===== config.mk =====
export PLATFORM = sky130hd
export DESIGN_NAME = tpac_divider
export DESIGN_NICKNAME = d
export VERILOG_FILES = /design/src/sv/tpac_pkg.sv /design/src/sv/tpac_divider.sv
export SDC_FILE = /design/constraint.sdc
export NUM_CORES = 2
export LEC_CHECK = 0
export BUFFER_PORTS_ARGS = -buffer_cell sky130_fd_sc_hd__buf_4
export CAP_MARGIN = 20
export CORE_MARGIN = 2
export CORE_UTILIZATION = 28
export CTS_BUF_LIST = sky130_fd_sc_hd__clkbuf_4
export CTS_CLUSTER_SIZE = 10
export DETAILED_ROUTE_END_ITERATION = 12
export SYNTH_ARGS = -nofsm -noshare
export SYNTH_HDL_FRONTEND = slang
export SYNTH_SLANG_ARGS = --single-unit

===== constraint.sdc =====
create_clock -name clock -period 5.2 [get_ports clock]
set_clock_uncertainty 0.1 [all_clocks]
set_input_delay 0.52 -clock clock [delete_from_list [all_inputs] [get_ports clock]]
set_output_delay 0.52 -clock clock [all_outputs]
set_load 0.02 [all_outputs]

===== src/sv/tpac_pkg.sv =====
// Package: shared constants, register indexes and pipeline types of the compositor.
package tpac_pkg;

   localparam int LANES       = 3;
   localparam int DIV_STEPS   = 16;
   localparam int CSR_ADDR_W  = 4;
   localparam int RECIP_SHIFT = 23;

   localparam logic [15:0] ONE_FIXED = 16'hFF00;
   localparam logic [7:0]  FULL8     = 8'hFF;
   localparam logic [15:0] RECIP255  = 16'h8081;

   localparam logic [1:0] REG_FG   = 2'd0;
   localparam logic [1:0] REG_BG   = 2'd1;
   localparam logic [1:0] REG_MODE = 2'd2;

   localparam logic MODE_COVER   = 1'b0;
   localparam logic MODE_UNPREMUL = 1'b1;

   typedef logic [LANES-1:0][23:0] num_type;
   typedef logic [LANES-1:0][15:0] quo_type;

   typedef struct packed {
      logic        byp;
      logic [31:0] pix;
      logic [7:0]  alpha;
   } side_type;

   typedef struct packed {
      logic        mode;
      logic [15:0] p;
      logic [15:0] src;
      logic [23:0] y;
      logic [15:0] dst;
      num_type     num;
      logic [15:0] den;
      side_type    side;
   } op_type;

   typedef struct packed {
      num_type     num;
      logic [15:0] den;
      side_type    side;
   } div_op_type;

endpackage


===== src/sv/tpac_divider.sv =====
// Divider: three-lane restoring divider, one quotient bit per register stage.
module tpac_divider
   import tpac_pkg::*;
(
   input  logic       clock,
   input  logic       reset,
   input  logic       en,
   input  logic       in_valid,
   input  div_op_type in_op,
   output logic       out_valid,
   output side_type   out_side,
   output quo_type    out_quo
);

   typedef struct packed {
      num_type     num;
      logic [15:0] den;
      quo_type     rem;
      quo_type     quo;
      side_type    side;
   } dstage_type;

   function automatic dstage_type div_step(dstage_type s);
      dstage_type  r;
      logic [16:0] t;
      logic        bit_q;
      r = s;
      for (int i = 0; i < LANES; i++) begin
         t     = {s.rem[i], s.num[i][15]};
         bit_q = (t >= {1'b0, s.den});
         if (bit_q) begin
            t = t - {1'b0, s.den};
         end
         r.rem[i] = t[15:0];
         r.quo[i] = {s.quo[i][14:0], bit_q};
         r.num[i] = {s.num[i][22:0], 1'b0};
      end
      return r;
   endfunction

   logic [DIV_STEPS-1:0] v_ff;
   dstage_type           st_ff [DIV_STEPS];
   dstage_type           entry;

   // quotient fits 16 bits, so the top numerator byte is already below the divisor
   always_comb begin
      entry      = '0;
      entry.num  = in_op.num;
      entry.den  = in_op.den;
      entry.side = in_op.side;
      for (int i = 0; i < LANES; i++) begin
         entry.rem[i] = {8'b0, in_op.num[i][23:16]};
      end
   end

   always_ff @(posedge clock) begin
      if (reset) begin
         v_ff <= '0;
      end else if (en) begin
         v_ff <= {v_ff[DIV_STEPS-2:0], in_valid};
      end
   end

   always_ff @(posedge clock) begin
      if (en) begin
         st_ff[0] <= div_step(entry);
         for (int k = 1; k < DIV_STEPS; k++) begin
            st_ff[k] <= div_step(st_ff[k-1]);
         end
      end
   end

   assign out_valid = v_ff[DIV_STEPS-1];
   assign out_side  = st_ff[DIV_STEPS-1].side;
   assign out_quo   = st_ff[DIV_STEPS-1].quo;

endmodule


==> reports/metrics.cfg <==
[synth]
yosys.area.top_type = edfxtp_1
synthArstFlopShare_pct = 0
synth.avg_cell_area_um2 = 13.6
synthCells = 8350
synthFlopType = edfxtp_1
syn_area_mm2 = 0.114
ys_ff_latch = 2400
synth.distinct_cells = 83
ys_warn_count = 0
synth_top_area_share_pct = 63.0
synth_nets = 9275
yosys-top-cells-area = edfxtp_1, ha_1, mux2_2
ys_seq_area_share_pct = 63.2
synth_edf_count = 2384

[detailed_routing]
drc = 0
antenna_left = 0
vias_per_cell = 4.51
drt_iter0_markers = 3745
vias = 69629
drt_wl_total_mm = 258
dr.pass1.iters = 6
wl_per_cell_um = 16.7

[sta]
slew_headroom_pct = 21.4
slew_viol_final = 0
hold_ws_ns = 0.219
fin_crit_sh_pct = 93.6
fin_setup_tns_ns = 0
max_freq_mhz = 205
hold_viol = 0
period_needed_ns = 4.87
rsz0062_at_grt = no
tightest_slew_ns = 1.17
finalSetupViolCount = 0

[grt]
grt_pass1_wl_mm = 391
grt_pass1_vias = 71207
grt_max_degree = 175
grt_use_total_pct = 12.1
overflow = 0
antenna_found_initial = 6

[critical_path]
critPathKind = in -> reg
worstPathCellList = dlygate4sd3_1 -> dlygate4sd3_1 -> buf_4 -> dlygate4sd3_1 -> inv_1 -> ha_1 -> nor2b_1 -> o21ai_0 -> a21boi_0 -> o21ai_0 -> a211oi_1 -> o31ai_4 -> nand2_1 -> dlygate4sd3_1 -> o21ai_0 -> dlygate4sd3_1
worstPathRequired_ns = 6.50
timing.critical_path.slowest_cell_delay_ns = 0.85
cp_max_fo = 26
critPathCaptureType = register
crit_path_top_delay_cell = o31ai_4
path_buf_inv = 7
crit_top_cell = dlygate4sd3_1
worstPathArrival_ns = 6.17
startpoint_type = input port
crit_family = buffers and inverters

[pwr]
power.density_mw_per_mm2 = 540
vdd_drop_max_mv = 0.240
power_frac_seq_pct = 40.0
leakage_nw = 50.9
p_clk_share_pct = 23.1
internal_power_mw = 47.4
p_total_mw = 72.6
pwr-share-comb_pct = 36.9
p_sw_mw = 25.2
switching_share_pct = 34.7

[floorplanning]
core_mm2 = 0.405
ios = 223
dieWidth_um = 641
row_count = 234
start_util_pct = 28.1
die_area_mm2 = 0.411
die_h_um = 641

[cts]
post-cts-setup-buffer-count = 0
cts-resized-gates = 0
hold_buffers = 384
cts_buffers = 669
cts_htree_levels = 6
clk_pin_slew_ns = 0.06
clockBufferDepth = 4
clock_latency_ns = 1.58
cts_tree = yes
cts.sink_count = 2400
root_buffer = clkbuf_4

[finish]
layout_common_cells = edfxtp_1, clkbuf_4, ha_1
nNetsFinal = 10451
area_growth_pct = 18.2
final_core_util_pct = 33.2
stdcell_area_mm2 = 0.134
layout_commonest_cell = edfxtp_1
drive_gt1_share_pct = 17.7

[min_path]
hp-class = in -> reg

[placed_design]
numPortBuffers = 222
dp_hpwl_mm = 186
gp_congestion = 0.881
postPlaceCellArea_mm2 = 0.122

[run]
drv_cap = 0

[run_status]
outcome = complete, no violations

-- synth_stat cells, types with 52 or more instances --
library cell  number
a211oi_1          52
a21o_1           137
a21oi_1          514
a31oi_1           74
buf_4             89
clkbuf_1          91
edfxtp_1        2384
ha_1             747
inv_1            492
mux2_2           319
mux2i_1           79
nand2_1          457
nand2b_1          86
nand3_1          137
nand4_1           77
nor2_1           525
nor2b_1          126
nor3_1           136
o21a_1           135
o21ai_0          447
o31ai_1           72
xnor2_1          294
xor2_1           164
-- sequential cells by signal, summed over array words and instances (netlist names) --
| name | cells |
|---|---|
| st_ff | 2384 |
| v_ff | 16 |
-- worst paths after layout --
| check | start | cells past startpoint | slack, ns | to |
|---|---|---|---|---|
| max | in_op[43] | 16 | 0.33 | st_ff[0][90]$_DFFE_PP_ |
| min | en | 3 | 0.22 | st_ff[1][1472]$_DFFE_PP_ |
| max reg2reg | st_ff[0][138]$_DFFE_PP_ | 11 | 0.99 | st_ff[0][318]$_DFFE_PP_ |
| min reg2reg | st_ff[0][1369]$_DFFE_PP_ | 0 | 0.26 | st_ff[0][1591]$_DFFE_PP_ |
-- per-layer routing --
metal	vias to the layer above	wire, um	track usage, %
met5	-	60	0
met4	8	13300	6.53
met3	634	10400	2.40
met2	1468	135000	22.6
met1	33101	99500	12.8
li1	34418	-	-
-- worst reg2reg max path, delay by kind of cell (launching register included) --
kind | cells | cell delay, ns
buf+inv | 2 | 0.47
fa+ha+maj | 1 | 0.31
simple gates | 1 | 0.14
mux | 1 | 0.39
flops | 1 | 0.50
compound gates | 6 | 2.01
-- through the flow --
step	setup slack, ns	cells
after floorplan	1.52	8350
after global placement	1.14	13897
after detailed placement	1.09	13898
after CTS	0.641	15427
after global routing	0.168	15433
final	0.330	15448
-- cell families (layout without fill, tap and decap cells) --
| logic type | after synthesis | after routing | synth area share, % |
|---|---|---|---|
| buf+inv | 688 | 2338 | 2.58 |
| compound gates | 1811 | 1811 | 10.1 |
| fa+ha+maj | 792 | 792 | 9.01 |
| mux | 405 | 405 | 3.95 |
| simple gates | 1796 | 1796 | 7.56 |
| flops | 2400 | 2400 | 63.2 |
| xor+xnor | 458 | 458 | 3.53 |
| other cells | 0 | 20 | 0 |
-- cell type report --
type	instances	area, um^2
antenna	20	50.0
sequential	2400	71900
fill	40173	271000
multi-input combinational	5262	39000
timing repair buffer	701	6440
inverter	492	1850
clock buffer	953	7150
tap	5428	6790
clock inverter	192	1120
-- power by group through the flow --
stage,clock network [mW],logic [mW],registers [mW]
after floorplan,0,20.0,28.1
after global placement,0,26.1,29.4
after detailed placement,0,26.4,29.4
after CTS,17.7,26.8,29.0
after global routing,18.7,29.8,29.4
final,16.8,26.8,29.0
Note: power is estimated with default switching activity, not from simulation.
