### src/sv/tpac_pkg.sv
// Package: shared constants, register indexes and pipeline types of the compositor.
package tpac_pkg;

   localparam int LANES       = 3;
   localparam int DIV_STEPS   = 16;
   localparam int CSR_ADDR_W  = 4;
   localparam int RECIP_SHIFT = 23;

   localparam logic [15:0] ONE_FIXED = 16'hFF00;
   localparam logic [7:0]  FULL8     = 8'hFF;
   localparam logic [15:0] RECIP255  = 16'h8081;

   localparam logic [1:0] REG_FG   = 2'd0;
   localparam logic [1:0] REG_BG   = 2'd1;
   localparam logic [1:0] REG_MODE = 2'd2;

   localparam logic MODE_COVER   = 1'b0;
   localparam logic MODE_UNPREMUL = 1'b1;

   typedef logic [LANES-1:0][23:0] num_type;
   typedef logic [LANES-1:0][15:0] quo_type;

   typedef struct packed {
      logic        byp;
      logic [31:0] pix;
      logic [7:0]  alpha;
   } side_type;

   typedef struct packed {
      logic        mode;
      logic [15:0] p;
      logic [15:0] src;
      logic [23:0] y;
      logic [15:0] dst;
      num_type     num;
      logic [15:0] den;
      side_type    side;
   } op_type;

   typedef struct packed {
      num_type     num;
      logic [15:0] den;
      side_type    side;
   } div_op_type;

endpackage

### src/sv/tpac_front.sv
// Front pipeline: coverage alpha math and divider operand setup, six register stages.
module tpac_front
   import tpac_pkg::*;
(
   input  logic        clock,
   input  logic        reset,
   input  logic        en,
   input  logic        in_valid,
   input  logic [31:0] raw_pixel,
   input  logic [31:0] fg_color,
   input  logic [31:0] bg_color,
   input  logic        render_mode,
   output logic        out_valid,
   output div_op_type  out_op
);

   logic [5:0]  v_ff;
   op_type      op_ff [6];
   op_type      c0, c1, c2, c3, c4, c5;
   logic [16:0] p17, t17, sum17;
   logic [15:0] diff;
   logic [39:0] prod40;
   logic [24:0] chk;

   // stage 0: capture, coverage product, unpremultiply numerators
   always_comb begin
      c0 = '0;
      c0.mode = render_mode;
      if (render_mode == MODE_UNPREMUL) begin
         for (int i = 0; i < LANES; i++) begin
            c0.num[i] = {8'b0, raw_pixel[8*(2-i) +: 8], 8'b0}
                        - {16'b0, raw_pixel[8*(2-i) +: 8]};
         end
         c0.den        = {8'b0, raw_pixel[31:24]};
         c0.side.byp   = (raw_pixel[31:24] == 8'd0);
         c0.side.pix   = {raw_pixel[31:24], raw_pixel[7:0], raw_pixel[15:8],
                          raw_pixel[23:16]};
         c0.side.alpha = raw_pixel[31:24];
      end else begin
         c0.p = {8'b0, fg_color[31:24]} * {8'b0, raw_pixel[7:0]};
         if (raw_pixel[7:0] == 8'd0) begin
            c0.side.byp = 1'b1;
            c0.side.pix = bg_color;
         end else if (raw_pixel[7:0] == FULL8 && fg_color[31:24] == FULL8) begin
            c0.side.byp = 1'b1;
            c0.side.pix = fg_color;
         end
      end
   end

   // stage 1: src = p*256/255 = p + p/255
   always_comb begin
      c1  = op_ff[0];
      p17 = {1'b0, op_ff[0].p};
      t17 = (p17 + 17'd1 + (p17 >> 8)) >> 8;
      c1.src = op_ff[0].p + t17[15:0];
   end

   // stage 2: y = bg.a * (one - src)
   always_comb begin
      c2   = op_ff[1];
      diff = ONE_FIXED - op_ff[1].src;
      c2.y = {16'b0, bg_color[31:24]} * {8'b0, diff};
   end

   // stage 3: estimate y/255 by reciprocal, may be one high
   always_comb begin
      c3     = op_ff[2];
      prod40 = {16'b0, op_ff[2].y} * {24'b0, RECIP255};
      c3.dst = prod40[RECIP_SHIFT +: 16];
   end

   // stage 4: correct the estimate
   always_comb begin
      c4  = op_ff[3];
      chk = {1'b0, op_ff[3].dst, 8'b0} - {9'b0, op_ff[3].dst};
      if (chk > {1'b0, op_ff[3].y}) begin
         c4.dst = op_ff[3].dst - 16'd1;
      end
   end

   // stage 5: output alpha and weighted color sums
   always_comb begin
      c5    = op_ff[4];
      sum17 = {1'b0, op_ff[4].src} + {1'b0, op_ff[4].dst};
      if (op_ff[4].mode == MODE_COVER && !op_ff[4].side.byp) begin
         c5.den        = sum17[15:0];
         c5.side.alpha = sum17[15:8];
         if (sum17 == 17'd0) begin
            c5.side.byp = 1'b1;
            c5.side.pix = '0;
         end
         for (int i = 0; i < LANES; i++) begin
            c5.num[i] = {16'b0, fg_color[8*i +: 8]} * {8'b0, op_ff[4].src}
                      + {16'b0, bg_color[8*i +: 8]} * {8'b0, op_ff[4].dst};
         end
      end
   end

   always_ff @(posedge clock) begin
      if (reset) begin
         v_ff <= '0;
      end else if (en) begin
         v_ff <= {v_ff[4:0], in_valid};
      end
   end

   always_ff @(posedge clock) begin
      if (en) begin
         op_ff[0] <= c0;
         op_ff[1] <= c1;
         op_ff[2] <= c2;
         op_ff[3] <= c3;
         op_ff[4] <= c4;
         op_ff[5] <= c5;
      end
   end

   assign out_valid   = v_ff[5];
   assign out_op.num  = op_ff[5].num;
   assign out_op.den  = op_ff[5].den;
   assign out_op.side = op_ff[5].side;

endmodule

### config.mk
export PLATFORM = sky130hd
export DESIGN_NAME = tpac_front
export DESIGN_NICKNAME = d
export VERILOG_FILES = /design/src/sv/tpac_pkg.sv /design/src/sv/tpac_front.sv
export SDC_FILE = /design/constraint.sdc
export NUM_CORES = 2
export LEC_CHECK = 0
export BUFFER_PORTS_ARGS = -buffer_cell sky130_fd_sc_hd__buf_4
export CORE_UTILIZATION = 38
export CTS_CLUSTER_DIAMETER = 50
export DETAILED_ROUTE_END_ITERATION = 12
export HOLD_SLACK_MARGIN = 0.15
export PLACE_DENSITY = 0.64
export SETUP_SLACK_MARGIN = 0.1
export SLEW_MARGIN = 10
export SYNTH_ARGS = -nofsm -noshare
export SYNTH_HDL_FRONTEND = slang
export SYNTH_SLANG_ARGS = --single-unit
### constraint.sdc
create_clock -name clock -period 5.63 [get_ports clock]
set_input_delay 0.2815 -clock clock [delete_from_list [all_inputs] [get_ports clock]]
set_output_delay 0.2815 -clock clock [all_outputs]
set_load 0.05 [all_outputs]
==> impl_metrics.yaml <==
drt:
  drtIter0Drc: 2490
  vias: 40500
  wl_per_cell_um: 18.3
  drt_pre_antenna_iters: 7
  detail_route.wirelength_mm: 152
  viasPerCell: 4.89
  drc: 0
  ant_nets: 0
critical_path:
  cp.arrival_ps: 6680
  r2r_cells: 20
  path_max_fanout: 7
  r2r-start: "op_ff[4][133]"
  cp-start-kind: "flip-flop"
  path_class: "flip-flop to flip-flop"
  worstPathRequired_ps: 6080
  reg2reg_slack_ps: -600
  critPathCaptureType: "flip-flop"
  reg2reg_to: "op_ff[5][128]"
floorplan:
  num_rows: 146
  die_h_um: 401
  core_area_mm2: 0.158
  die_area_mm2: 0.161
  start_util: 0.383
  fp.dieW_um: 401
  io_pins: 231
placed_design:
  gp_congestion: 0.904
  placed_area_mm2: 0.0683
  dp.cells: 7947
  dp_hpwl_mm: 118
  io_buffers: 230
synth:
  synth_mux_area_frac: 0.00151
  ys_seq_elements: 760
  synth_compound_area_frac: 0.0534
  synth_top_family_by_area: "adder cells"
  syn-cell-area_mm2: 0.0605
  synth_flop_cell: "edfxtp_1"
  async_flop_share: 0
  synthAdderAreaFrac: 0.345
  yosysSeqAreaShare: 0.376
  syn_area_per_cell_um2: 11.3
  synthSimpleGateAreaFrac: 0.127
  synth_edf_count: 754
  synth_cells: 5343
  synth_warnings: 0
  synth.distinct_cells: 87
  synth_xor_area_frac: 0.0279
clocking:
  clkSlewWorstSetupHoldPaths_ps: 60
  cts_root_buffer: "clkbuf_16"
  numCtsBuffers: 95
  clock_sinks: 760
  htreeDepth: 3
  tritoncts: "yes"
  clock_latency_ps: 720
  clockBufferDepth: 3
timing:
  period_share: 1.11
  slew_viol_final: 0
  rsz0062_at_grt: "yes"
  setup_viol: 44
  whs_ps: 214
  fin_crit_ps: 6230
  max_freq_ghz: 0.160
  final.setup.worst_slack_ps: -601
  hold_viol_final: 0
  relSlewSlack: 0.294
  skew_ps: 33.5
  worst_slew_pin_slew_ps: 1060
run:
  cap_violations: 0
worst_hold_path:
  min_from: "bg_color[0]"
  holdPathStages: 3
  hold_class: "input pin to flip-flop"
  min_to: "op_ff[0][8]"
outcome:
  violations: "setup timing"
  status: "finished with violations"
global_route:
  grt_pass1_vias: 43100
  grt_overflow_total: 0
  grt_max_degree: 141
  antenna_found_initial: 11
  grt_usage: 0.189
  grt_pass1_wl_mm: 237
finish:
  fin_area_mm2: 0.0743
  finalNetCount: 7451
  syn_to_final_growth_pct: 22.8
  drive_gt1_frac: 0.208
  fin_cells: 8285
-- flip-flops by register name (all words and copies together) (netlist names) --
signal / count
op_ff: 754
v_ff: 6
-- critical path: stages, from the launching register on --
cell      delay [ps]
edfxtp_1         530
buf_6            220
and2_4           160
fa_1             470
fa_1             530
fa_1             550
fa_1             430
fa_1             540
inv_2             50
fa_1             520
inv_2             50
ha_4             160
a21o_1           180
a21oi_2          190
nor2_2            70
o31a_1           280
a311o_1          400
o41ai_4          260
o21ai_1          130
xnor2_1          150
o21ai_1           70
-- per-stage QoR --
step	util	setup WS (ps)	TNS, ps
floorplan	-	-174	-1110
global placement	0.432	-786	-21580
detailed placement	0.432	-841	-24850
CTS	0.464	-530	-14520
global route	0.470	-783	-24900
finish	0.470	-601	-16520
-- cells by family (layout without fill, tap and decap cells) --
group,Yosys count,in the layout
and+or+nand+nor,1543,1543
adders and majority gates,1216,1216
buffers and inverters,1119,1985
DFF,760,760
AOI/OAI and AO/OA,502,502
xor gates and xnor gates,193,193
muxes,9,9
other,1,5
-- final cells by class --
cell class / count / area [um2]
fill: 14300 / 83900
multi-input combinational: 3466 / 35100
sequential: 760 / 22800
timing repair buffer: 872 / 7230
inverter: 939 / 3520
tap: 2072 / 2590
clock buffer: 104 / 2410
clock inverter: 70 / 711
antenna: 2 / 5.00
-- how the worst max path moves through the flow --
stage | start | to | cells after the start
5_1_grt | op_ff[4][133] | op_ff[5][128] | 20
3_3_place_gp | op_ff[4][132] | op_ff[5][125] | 20
4_1_cts | op_ff[4][133] | op_ff[5][125] | 20
3_5_place_dp | op_ff[4][172] | op_ff[5][122] | 20
6_report | op_ff[4][133] | op_ff[5][128] | 20
2_1_floorplan | op_ff[4][170] | op_ff[5][128] | 22
-- routing by layer --
| metal | up-vias | routed length (um) | track usage |
|---|---|---|---|
| li1 | 18800 | - | - |
| met1 | 20500 | 62500 | 0.238 |
| met2 | 983 | 77100 | 0.335 |
| met3 | 248 | 7630 | 0.0259 |
| met4 | 14 | 4600 | 0.0592 |
| met5 | - | 80 | 0 |
-- Yosys cell counts (all sizes together) (73+ instances only) --
library cell | count | share of area
xnor2 | 120 | 0.017
o21ai | 160 | 0.013
edfxtp | 754 | 0.37
and2 | 507 | 0.052
a21oi | 119 | 0.010
fa | 753 | 0.25
inv | 939 | 0.058
nand2 | 694 | 0.043
ha | 463 | 0.096
clkbuf | 170 | 0.011
xor2 | 73 | 0.011
nor2 | 105 | 0.0065
-- timing repair --
action                     in CTS  in global routing
hold buffers                   51                  0
hold endpoints to repair      145                  0
setup buffers                  75                 39
cloned                          3                  1
setup endpoints to repair      54                 58
gates resized for setup       205                183
pin swaps                     141                137
-- cell usage in the layout (no fill, tap or decap), types with 51 or more instances in the layout --
master	Yosys	routed
nand2_1	694	680
and2_1	507	471
fa_1	753	727
ha_1	463	424
nor2_1	105	94
xor2_1	73	65
o21ai_0	152	97
clkbuf_16	0	96
inv_1	939	908
buf_6	4	58
edfxtp_1	754	754
buf_4	0	737
dlygate4sd3_1	0	51
xnor2_1	120	106
a21o_1	53	53
a21oi_1	115	87
Power is not shown: default switching activity piles up to over one toggle a cycle in this logic, so the estimate is an artifact.
